## src/rtl/fpr_pkg.sv

```systemverilog
// Shared types, codes and the byte-wide CRC-16/XMODEM step for the framed
// packet receiver. No dependencies.
`default_nettype none

package fpr_pkg;

	localparam int unsigned CFG_IDX_W  = 2;
	localparam int unsigned CFG_DATA_W = 16;
	localparam int unsigned BCNT_W     = 17;

	// configuration register indexes
	localparam logic [CFG_IDX_W-1:0] CFG_HEAD_PATTERN = 2'd0;
	localparam logic [CFG_IDX_W-1:0] CFG_MAX_VERSION  = 2'd1;
	localparam logic [CFG_IDX_W-1:0] CFG_MAX_PAYLOAD  = 2'd2;

	localparam logic [15:0] HEAD_PATTERN_RST = 16'hFA55;
	localparam logic [7:0]  MAX_VERSION_RST  = 8'd1;
	localparam logic [15:0] MAX_PAYLOAD_RST  = 16'd1024;

	// status codes
	localparam logic [2:0] ST_HUNT = 3'd0;
	localparam logic [2:0] ST_RECV = 3'd1;
	localparam logic [2:0] ST_DONE = 3'd2;
	localparam logic [2:0] ST_BUSY = 3'd3;
	localparam logic [2:0] ST_VERR = 3'd4;
	localparam logic [2:0] ST_SERR = 3'd5;
	localparam logic [2:0] ST_CERR = 3'd6;

	// phase codes
	localparam logic [3:0] PH_HEADER  = 4'd0;
	localparam logic [3:0] PH_VERSION = 4'd1;
	localparam logic [3:0] PH_TYPE    = 4'd2;
	localparam logic [3:0] PH_ADDRESS = 4'd3;
	localparam logic [3:0] PH_COMMAND = 4'd4;
	localparam logic [3:0] PH_SUBCMD  = 4'd5;
	localparam logic [3:0] PH_LENGTH  = 4'd6;
	localparam logic [3:0] PH_PAYLOAD = 4'd7;
	localparam logic [3:0] PH_RESULT  = 4'd8;
	localparam logic [3:0] PH_CRC     = 4'd9;

	// header, five fixed fields and two length bytes
	localparam logic [BCNT_W-1:0] HDR_FIXED_LEN = 17'd9;
	localparam logic [BCNT_W-1:0] CRC_TAIL_LEN  = 17'd3;
	localparam logic [15:0]       CRC_POLY      = 16'h1021;

	typedef struct packed {
		logic [2:0]        status;
		logic [3:0]        phase;
		logic [BCNT_W-1:0] byte_index;
		logic              byte_stored;
		logic [7:0]        stored_byte;
		logic [7:0]        version;
		logic [7:0]        frame_type;
		logic [7:0]        address;
		logic [7:0]        command;
		logic [7:0]        subcommand;
		logic [15:0]       payload_length;
		logic [7:0]        result_code;
	} result_t;

	function automatic logic [15:0] crc16_byte(input logic [15:0] crc, input logic [7:0] b);
		logic [15:0] c;
		c = crc ^ {b, 8'h00};
		for (int i = 0; i < 8; i++) begin
			if (c[15]) begin
				c = {c[14:0], 1'b0} ^ CRC_POLY;
			end else begin
				c = {c[14:0], 1'b0};
			end
		end
		return c;
	endfunction

endpackage

`default_nettype wire

```

## src/rtl/fpr_obuf.sv

```systemverilog
// Two-entry result buffer (output register plus skid stage).
// Uses fpr_pkg::result_t.
`default_nettype none

module fpr_obuf (
	input  wire logic            clk,
	input  wire logic            arst_n,
	input  wire logic            push,
	input  wire fpr_pkg::result_t push_data,
	output logic                 can_push,
	output logic                 out_valid,
	input  wire logic            out_ready,
	output fpr_pkg::result_t     out_data
);

	logic             out_valid_q;
	logic             skid_valid_q;
	fpr_pkg::result_t out_q;
	fpr_pkg::result_t skid_q;
	logic             pop;

	assign pop       = out_valid_q && out_ready;
	assign can_push  = !skid_valid_q;
	assign out_valid = out_valid_q;
	assign out_data  = out_q;

	always_ff @(posedge clk or negedge arst_n) begin
		if (!arst_n) begin
			out_valid_q  <= 1'b0;
			skid_valid_q <= 1'b0;
		end else if (!out_valid_q || pop) begin
			out_valid_q  <= skid_valid_q || push;
			skid_valid_q <= 1'b0;
		end else if (push) begin
			skid_valid_q <= 1'b1;
		end
	end

	always_ff @(posedge clk) begin
		if (!out_valid_q || pop) begin
			out_q <= skid_valid_q ? skid_q : push_data;
		end else if (push) begin
			skid_q <= push_data;
		end
	end

endmodule

`default_nettype wire

```

## src/rtl/framed_packet_receiver_crc16_core.sv

```systemverilog
// Each accepted item's result is registered in fpr_obuf, in its output register or in its skid stage.
// Throughput: one item per cycle; the header hunt, field capture and byte-wide
// CRC step are combinational, and in_ready drops only while two results wait.
// Reset clears all frame state and loads the configuration registers with
// their defaults; no clearing pass.
// Top level of the framed packet receiver; uses fpr_pkg and fpr_obuf.
`default_nettype none

module framed_packet_receiver_crc16_core (
	input  wire logic                             clk,
	input  wire logic                             arst_n,
	input  wire logic                             in_valid,
	output logic                                  in_ready,
	input  wire logic                             mode,
	input  wire logic [7:0]                       data_byte,
	output logic                                  out_valid,
	input  wire logic                             out_ready,
	output logic [2:0]                            status,
	output logic [3:0]                            phase,
	output logic [fpr_pkg::BCNT_W-1:0]            byte_index,
	output logic                                  byte_stored,
	output logic [7:0]                            stored_byte,
	output logic [7:0]                            version,
	output logic [7:0]                            frame_type,
	output logic [7:0]                            address,
	output logic [7:0]                            command,
	output logic [7:0]                            subcommand,
	output logic [15:0]                           payload_length,
	output logic [7:0]                            result_code,
	input  wire logic                             cfg_valid,
	output logic                                  cfg_ready,
	input  wire logic [fpr_pkg::CFG_IDX_W-1:0]    cfg_index,
	input  wire logic [fpr_pkg::CFG_DATA_W-1:0]   cfg_data
);

	logic [15:0] head_q;
	logic [7:0]  maxver_q;
	logic [15:0] maxpay_q;

	logic [3:0]                   phase_q, phase_d;
	logic                         frame_done_q, frame_done_d;
	logic [15:0]                  hdr_q, hdr_d;
	logic [fpr_pkg::BCNT_W-1:0]   bcnt_q, bcnt_d;
	logic [15:0]                  crc_q, crc_d;
	logic [15:0]                  rcrc_q, rcrc_d;
	logic [15:0]                  len_q, len_d;
	logic [7:0]                   ver_q, ver_d;
	logic [7:0]                   typ_q, typ_d;
	logic [7:0]                   addr_q, addr_d;
	logic [7:0]                   cmd_q, cmd_d;
	logic [7:0]                   sub_q, sub_d;
	logic [7:0]                   res_q, res_d;

	logic                         in_acc;
	logic                         can_push;
	logic [fpr_pkg::BCNT_W-1:0]   bc_inc;
	logic [fpr_pkg::BCNT_W-1:0]   len_end;
	logic [fpr_pkg::BCNT_W-1:0]   crc_end;
	logic [15:0]                  crc_upd;
	logic [15:0]                  len_v;
	logic [15:0]                  rcrc_v;
	logic                         err;
	logic [2:0]                   err_code;
	fpr_pkg::result_t             res;
	fpr_pkg::result_t             out_data;

	assign in_ready  = can_push;
	assign in_acc    = in_valid && in_ready;
	assign cfg_ready = 1'b1;

	assign bc_inc  = bcnt_q + 17'd1;
	assign len_end = {1'b0, len_q} + fpr_pkg::HDR_FIXED_LEN;
	assign crc_end = len_end + fpr_pkg::CRC_TAIL_LEN;
	assign crc_upd = fpr_pkg::crc16_byte(crc_q, data_byte);
	assign len_v   = {len_q[7:0], data_byte};
	assign rcrc_v  = {rcrc_q[7:0], data_byte};

	always_comb begin
		phase_d      = phase_q;
		frame_done_d = frame_done_q;
		hdr_d        = hdr_q;
		bcnt_d       = bcnt_q;
		crc_d        = crc_q;
		rcrc_d       = rcrc_q;
		len_d        = len_q;
		ver_d        = ver_q;
		typ_d        = typ_q;
		addr_d       = addr_q;
		cmd_d        = cmd_q;
		sub_d        = sub_q;
		res_d        = res_q;
		err          = 1'b0;
		err_code     = fpr_pkg::ST_HUNT;
		res          = '0;

		if (mode) begin
			err = 1'b1;
			err_code = fpr_pkg::ST_HUNT;
		end else if (frame_done_q) begin
			res.status = fpr_pkg::ST_BUSY;
			res.phase  = fpr_pkg::PH_CRC;
		end else begin
			if (phase_q >= fpr_pkg::PH_VERSION && phase_q <= fpr_pkg::PH_RESULT) begin
				crc_d = crc_upd;
			end
			if (phase_q >= fpr_pkg::PH_VERSION && phase_q <= fpr_pkg::PH_CRC) begin
				res.byte_index  = bcnt_q;
				res.byte_stored = 1'b1;
				res.stored_byte = data_byte;
				bcnt_d          = bc_inc;
			end
			unique case (phase_q)
				fpr_pkg::PH_HEADER: begin
					hdr_d = {hdr_q[7:0], data_byte};
					if ({hdr_q[7:0], data_byte} == head_q) begin
						res.byte_index  = 17'd1;
						res.byte_stored = 1'b1;
						res.stored_byte = data_byte;
						bcnt_d          = 17'd2;
						crc_d           = '0;
						phase_d         = fpr_pkg::PH_VERSION;
					end
				end
				fpr_pkg::PH_VERSION: begin
					if (data_byte <= maxver_q) begin
						ver_d   = data_byte;
						phase_d = fpr_pkg::PH_TYPE;
					end else begin
						err      = 1'b1;
						err_code = fpr_pkg::ST_VERR;
					end
				end
				fpr_pkg::PH_TYPE: begin
					typ_d   = data_byte;
					phase_d = fpr_pkg::PH_ADDRESS;
				end
				fpr_pkg::PH_ADDRESS: begin
					addr_d  = data_byte;
					phase_d = fpr_pkg::PH_COMMAND;
				end
				fpr_pkg::PH_COMMAND: begin
					cmd_d   = data_byte;
					phase_d = fpr_pkg::PH_SUBCMD;
				end
				fpr_pkg::PH_SUBCMD: begin
					sub_d   = data_byte;
					phase_d = fpr_pkg::PH_LENGTH;
				end
				fpr_pkg::PH_LENGTH: begin
					if (bc_inc >= fpr_pkg::HDR_FIXED_LEN) begin
						if (len_v > maxpay_q) begin
							err      = 1'b1;
							err_code = fpr_pkg::ST_SERR;
						end else begin
							len_d   = len_v;
							phase_d = (len_v == 16'd0) ? fpr_pkg::PH_RESULT
								: fpr_pkg::PH_PAYLOAD;
						end
					end else begin
						len_d = len_v;
					end
				end
				fpr_pkg::PH_PAYLOAD: begin
					if (bc_inc >= len_end) begin
						phase_d = fpr_pkg::PH_RESULT;
					end
				end
				fpr_pkg::PH_RESULT: begin
					res_d   = data_byte;
					phase_d = fpr_pkg::PH_CRC;
				end
				fpr_pkg::PH_CRC: begin
					if (bc_inc >= crc_end) begin
						if (rcrc_v == crc_q) begin
							rcrc_d       = rcrc_v;
							frame_done_d = 1'b1;
						end else begin
							err      = 1'b1;
							err_code = fpr_pkg::ST_CERR;
						end
					end else begin
						rcrc_d = rcrc_v;
					end
				end
				default: begin
				end
			endcase

			if (!err) begin
				if (frame_done_d) begin
					res.status = fpr_pkg::ST_DONE;
					res.phase  = fpr_pkg::PH_CRC;
				end else begin
					res.status = (phase_d == fpr_pkg::PH_HEADER) ? fpr_pkg::ST_HUNT
						: fpr_pkg::ST_RECV;
					res.phase  = phase_d;
				end
			end
		end

		// error or release: drop the frame and hunt again
		if (err) begin
			phase_d      = fpr_pkg::PH_HEADER;
			frame_done_d = 1'b0;
			hdr_d        = '0;
			bcnt_d       = '0;
			crc_d        = '0;
			rcrc_d       = '0;
			res_d        = '0;
			res.status   = err_code;
			res.phase    = fpr_pkg::PH_HEADER;
		end

		res.version        = ver_d;
		res.frame_type     = typ_d;
		res.address        = addr_d;
		res.command        = cmd_d;
		res.subcommand     = sub_d;
		res.payload_length = len_d;
		res.result_code    = res_d;
	end

	always_ff @(posedge clk or negedge arst_n) begin
		if (!arst_n) begin
			phase_q      <= fpr_pkg::PH_HEADER;
			frame_done_q <= 1'b0;
			hdr_q        <= '0;
			bcnt_q       <= '0;
			crc_q        <= '0;
			rcrc_q       <= '0;
			len_q        <= '0;
			ver_q        <= '0;
			typ_q        <= '0;
			addr_q       <= '0;
			cmd_q        <= '0;
			sub_q        <= '0;
			res_q        <= '0;
		end else if (in_acc) begin
			phase_q      <= phase_d;
			frame_done_q <= frame_done_d;
			hdr_q        <= hdr_d;
			bcnt_q       <= bcnt_d;
			crc_q        <= crc_d;
			rcrc_q       <= rcrc_d;
			len_q        <= len_d;
			ver_q        <= ver_d;
			typ_q        <= typ_d;
			addr_q       <= addr_d;
			cmd_q        <= cmd_d;
			sub_q        <= sub_d;
			res_q        <= res_d;
		end
	end

	always_ff @(posedge clk or negedge arst_n) begin
		if (!arst_n) begin
			head_q   <= fpr_pkg::HEAD_PATTERN_RST;
			maxver_q <= fpr_pkg::MAX_VERSION_RST;
			maxpay_q <= fpr_pkg::MAX_PAYLOAD_RST;
		end else if (cfg_valid && cfg_ready) begin
			unique case (cfg_index)
				fpr_pkg::CFG_HEAD_PATTERN: head_q   <= cfg_data;
				fpr_pkg::CFG_MAX_VERSION:  maxver_q <= cfg_data[7:0];
				fpr_pkg::CFG_MAX_PAYLOAD:  maxpay_q <= cfg_data;
				default: begin
				end
			endcase
		end
	end

	fpr_obuf u_obuf (
		.clk       (clk),
		.arst_n    (arst_n),
		.push      (in_acc),
		.push_data (res),
		.can_push  (can_push),
		.out_valid (out_valid),
		.out_ready (out_ready),
		.out_data  (out_data)
	);

	assign status         = out_data.status;
	assign phase          = out_data.phase;
	assign byte_index     = out_data.byte_index;
	assign byte_stored    = out_data.byte_stored;
	assign stored_byte    = out_data.stored_byte;
	assign version        = out_data.version;
	assign frame_type     = out_data.frame_type;
	assign address        = out_data.address;
	assign command        = out_data.command;
	assign subcommand     = out_data.subcommand;
	assign payload_length = out_data.payload_length;
	assign result_code    = out_data.result_code;

	a_done_in_crc: assert property (@(posedge clk) disable iff (!arst_n)
		frame_done_q |-> phase_q == fpr_pkg::PH_CRC)
		else $error("held frame outside crc phase");

	a_hunt_no_count: assert property (@(posedge clk) disable iff (!arst_n)
		phase_q == fpr_pkg::PH_HEADER |-> bcnt_q == '0)
		else $error("byte count running while hunting");

	a_release_clears: assert property (@(posedge clk) disable iff (!arst_n)
		in_acc && mode |=> phase_q == fpr_pkg::PH_HEADER && !frame_done_q)
		else $error("release did not restart hunting");

	a_stall_has_result: assert property (@(posedge clk) disable iff (!arst_n)
		!in_ready |-> out_valid)
		else $error("input stalled with no result pending");

endmodule

`default_nettype wire

```

## config.mk

```make
export PLATFORM = sky130hd
export DESIGN_NAME = framed_packet_receiver_crc16_core
export DESIGN_NICKNAME = d
export VERILOG_FILES = /design/src/rtl/fpr_pkg.sv /design/src/rtl/fpr_obuf.sv /design/src/rtl/framed_packet_receiver_crc16_core.sv
export SDC_FILE = /design/constraint.sdc
export NUM_CORES = 1
export LEC_CHECK = 0
export BUFFER_PORTS_ARGS = -buffer_cell sky130_fd_sc_hd__buf_2
export CAP_MARGIN = 30
export CORE_ASPECT_RATIO = 1.4
export CORE_MARGIN = 3
export CORE_UTILIZATION = 55
export CTS_BUF_LIST = sky130_fd_sc_hd__clkbuf_4
export DETAILED_ROUTE_END_ITERATION = 6
export PLACE_DENSITY = 0.8
export SYNTH_ARGS = -nofsm -noshare
export SYNTH_HDL_FRONTEND = slang
export SYNTH_SLANG_ARGS = --single-unit
```

## constraint.sdc

```tcl
create_clock -name clk -period 10.05 [get_ports clk]
set_input_delay 0.5025 -clock clk [delete_from_list [all_inputs] [get_ports clk]]
set_output_delay 0.5025 -clock clk [all_outputs]
set_load 0.01 [all_outputs]
```

==> key figures <==
Drt
  – 1st-iter DRT viols: 901
  – DRC: 0
  – Final ANT Viol Nets: 0
  – Vias per cell: 5.91
  – DRT Wirelength: 40.4 mm
  – Via count: 12,139
  – Drt pass-1 iters: 5
  – DR WL/cell: 19.7 µm

STA
  – Final setup TNS: 0 ps
  – Final hold slack: 141 ps
  – Setup violation total in the final timing report: 0
  – Max_slew headroom: 0.335
  – Max Slew Vio Count: 0
  – Final period util: 0.628
  – Final hold violation count: 0
  – Min Tclk post-route: 6310 ps
  – Final setup margin: 3740 ps
  – Worst Tran Pin Value: 998 ps
  – RSZ-0062 raised after global routing: false
  – Fmax: 159 MHz
  – Worst Skew: 95.7 ps

Setup path
  – Arrival @ worst endpoint: 6820 ps
  – Worst path slowest cell: o21ai_2
  – Critical path required time: 10,560 ps
  – Crit path cell chain: ha_1 > a21oi_1 > nor2_1 > and2_1 > xnor2_1 > nand2b_1 > nor4_1 > or3b_2 > xnor2_1 > ha_1 > nand2_1 > a2111o_1 > a31oi_1 > o21ai_0 > o211a_1 > o21ai_2 > buf_8 > o31ai_1
  – Max incr delay on CP: 560 ps
  – Critical path class: reg -> reg
  – Bufs and invs on worst path: 1
  – Crit path max-delay family: compound AO/OA/AOI/OAI gates
  – Crit Path Max Fanout: 21
  – Worst setup SP type: flop
  – CP Capture Type: flop

Place
  – IO Port Bufs: 130
  – Post-DP HPWL: 26.8 mm
  – Pre-CTS WS: 3890 ps
  – RePlAce Congestion: 0.919

Yosys
  – Synth Flop Type: edfxtp_1
  – Post-Syn Area: 0.0177 mm²
  – EDFF count, synth: 194
  – Cells after synthesis: 1,425
  – Post-synth cell types: 75
  – Post-Syn Area per Cell: 12.4 µm²
  – Syn. warnings: 0
  – Post-synthesis register bit count: 354
  – Post-synth ARST share: 0.452
  – Seq/Total Area, Yosys: 0.555
  – Syn_nets: 1,520

Final layout
  – Most frequent cells in the layout: 194 x edfxtp_1, 185 x mux2_2, 148 x dfrtp_1, 138 x clkbuf_4, 129 x buf_2
  – Layout cells sized above 1: 0.309
  – Leading cell type in the layout, fill and taps excluded: edfxtp_1
  – Final #Nets: 1,682
  – Area Growth Syn to Fin: 12.5%

Floorplanning
  – Chip width: 158 µm
  – Core Region: 0.0317 mm²
  – Initial Util: 0.559
  – I/O Pins: 132
  – Die Ht: 218 µm
  – Die footprint: 0.0345 mm²
  – Std-Cell Rows: 77

Clock tree
  – Setup Buffers After CTS: 0
  – H-tree depth: 3
  – Clock Tree Buf Depth: 3
  – Post-CTS Resized: 0
  – Clock-pin slew on the worst setup and hold paths: 70 ps
  – TritonCTS Buffers: 83
  – Skew-Pair Late Insertion Delay: 820 ps
  – CTS tree: done
  – CTS sink cnt: 354
  – Root buffer cell: clkbuf_4

Hold path
  – Hold WC Path Type: in -> reg

Flow run
  – Max-Cap Viols: 0

Power
  – Leakage power total: 8.66 nW
  – Pwr dens: 163 mW/mm²
  – Pwr Total: 3.26 mW
  – Maximum vdd drop: 0.106 mV

GRT
  – Initial antenna violation count: 2
  – First-pass GRT wire length: 63.8 mm
  – Gr usage total: 0.235
  – Largest net degree at the start of global routing: 90
  – Vias in the first global route: 12,069
  – Grt total ovfl: 0

Status
  – Status: finished clean
stage by stage:
step | util | cell area (µm²) | cells
6_report | 0.629 | 20000 | 2053
5_1_grt | 0.629 | 20000 | 2053
4_1_cts | 0.629 | 19900 | 2051
3_5_place_dp | 0.588 | 18600 | 1879
3_3_place_gp | 0.587 | 18600 | 1878
2_1_floorplan | - | 17700 | 1425
path summary, 6_finish.rpt:
| path | from | end | slack, ps | cells past startpoint |
|---|---|---|---|---|
| max | len_q[0] | u_obuf.out_data[5] | 3740 | 18 |
| min | mode | u_obuf.skid_q[95] | 140 | 2 |
| max reg2reg | len_q[0] | u_obuf.out_data[5] | 3740 | 18 |
| min reg2reg | res_q[7] | res_q[7] | 480 | 2 |
| max in group asynchronous | arst_n | crc_q[11] | 8140 | 3 |
| min in group asynchronous | arst_n | bcnt_q[3] | 390 | 2 |
kinds of logic (layout without fill, tap and decap cells):
| kind of cell | Yosys count | after routing | share of synthesized area |
|---|---|---|---|
| other cells | 1 | 3 | 0.000211 |
| fa+ha+maj | 63 | 63 | 0.0445 |
| compound gates | 232 | 232 | 0.0936 |
| mux | 203 | 203 | 0.129 |
| xor+xnor | 101 | 101 | 0.0499 |
| buf+inv | 138 | 369 | 0.0328 |
| simple gates | 333 | 333 | 0.0945 |
| flops | 354 | 354 | 0.555 |
power breakdown:
group	switching [mW]	internal, mW	leakage, nW	total (mW)
Combinational	0.213	0.143	3.93	0.356
Clock	0.578	0.648	0.688	1.23
Sequential	0.0467	1.63	4.05	1.68
Total	0.838	2.42	8.66	3.26
state kept, by name (all words and copies together), names as in the netlist:
name,count
u_obuf.skid_q,97
head_q,16
cmd_q,8
sub_q,8
rcrc_q,8
u_obuf.skid_valid_q,1
ver_q,8
maxver_q,8
len_q,16
crc_q,16
res_q,8
maxpay_q,16
addr_q,8
u_obuf.out_valid,1
hdr_q,8
bcnt_q,17
frame_done_q,1
u_obuf.out_data,97
phase_q,4
typ_q,8
routing by layer:
metal,GRT usage,wire (µm),vias up
li1,-,-,5637
met1,0.302,16900,6011
met2,0.391,20100,399
met3,0.0460,2220,92
met4,0.0961,1260,0
met5,0,0,-
synthesized netlist by cell type, drive strengths merged, types with 6 or more instances:
library cell / count / area (µm²)
nor2: 65 / 244
a22o: 36 / 315
o31ai: 36 / 275
nand4: 27 / 169
mux2: 191 / 2170
ha: 63 / 788
buf: 25 / 158
inv: 55 / 206
o21ai: 54 / 270
edfxtp: 194 / 5830
o21a: 6 / 45.0
xor2: 45 / 394
dfrtp: 148 / 3700
and3: 21 / 131
nor3: 14 / 70.1
clkbuf: 57 / 214
a21oi: 37 / 185
mux2i: 12 / 120
o211ai: 15 / 126
xnor2: 56 / 490
nand2b: 7 / 43.8
dfstp: 12 / 315
nor2b: 12 / 75.1
nand3: 31 / 160
nand2: 111 / 417
nor4: 17 / 134
a21o: 9 / 67.6
worst register-to-register path, stage by stage (launching register included):
cell and delay, ps:
dfrtp_1 480, ha_1 300, a21oi_1 380, nor2_1 180, and2_1 200, xnor2_1 180, nand2b_1 210, nor4_1 450
or3b_2 520, xnor2_1 150, ha_1 360, nand2_1 90, a2111o_1 380, a31oi_1 440, o21ai_0 280, o211a_1 460
o21ai_2 560, buf_8 250, o31ai_1 110
area by class of cell:
| type | instances | area, µm² |
|---|---|---|
| clock inverters | 16 | 103 |
| diodes | 2 | 5.00 |
| flip-flops and latches | 354 | 9840 |
| well taps | 395 | 494 |
| inverters | 56 | 210 |
| multi-input cells | 933 | 7330 |
| fillers | 2368 | 11700 |
| repair buffers | 159 | 927 |
| clock buffers | 138 | 1040 |
timing repair:
item | 4_1_cts | 5_1_grt
hold endpoints to repair | 118 | 0
endpoints found under the setup margin | 0 | 0
hold buffers | 18 | 0
No activity file was read; power rests on OpenSTA's default activity.
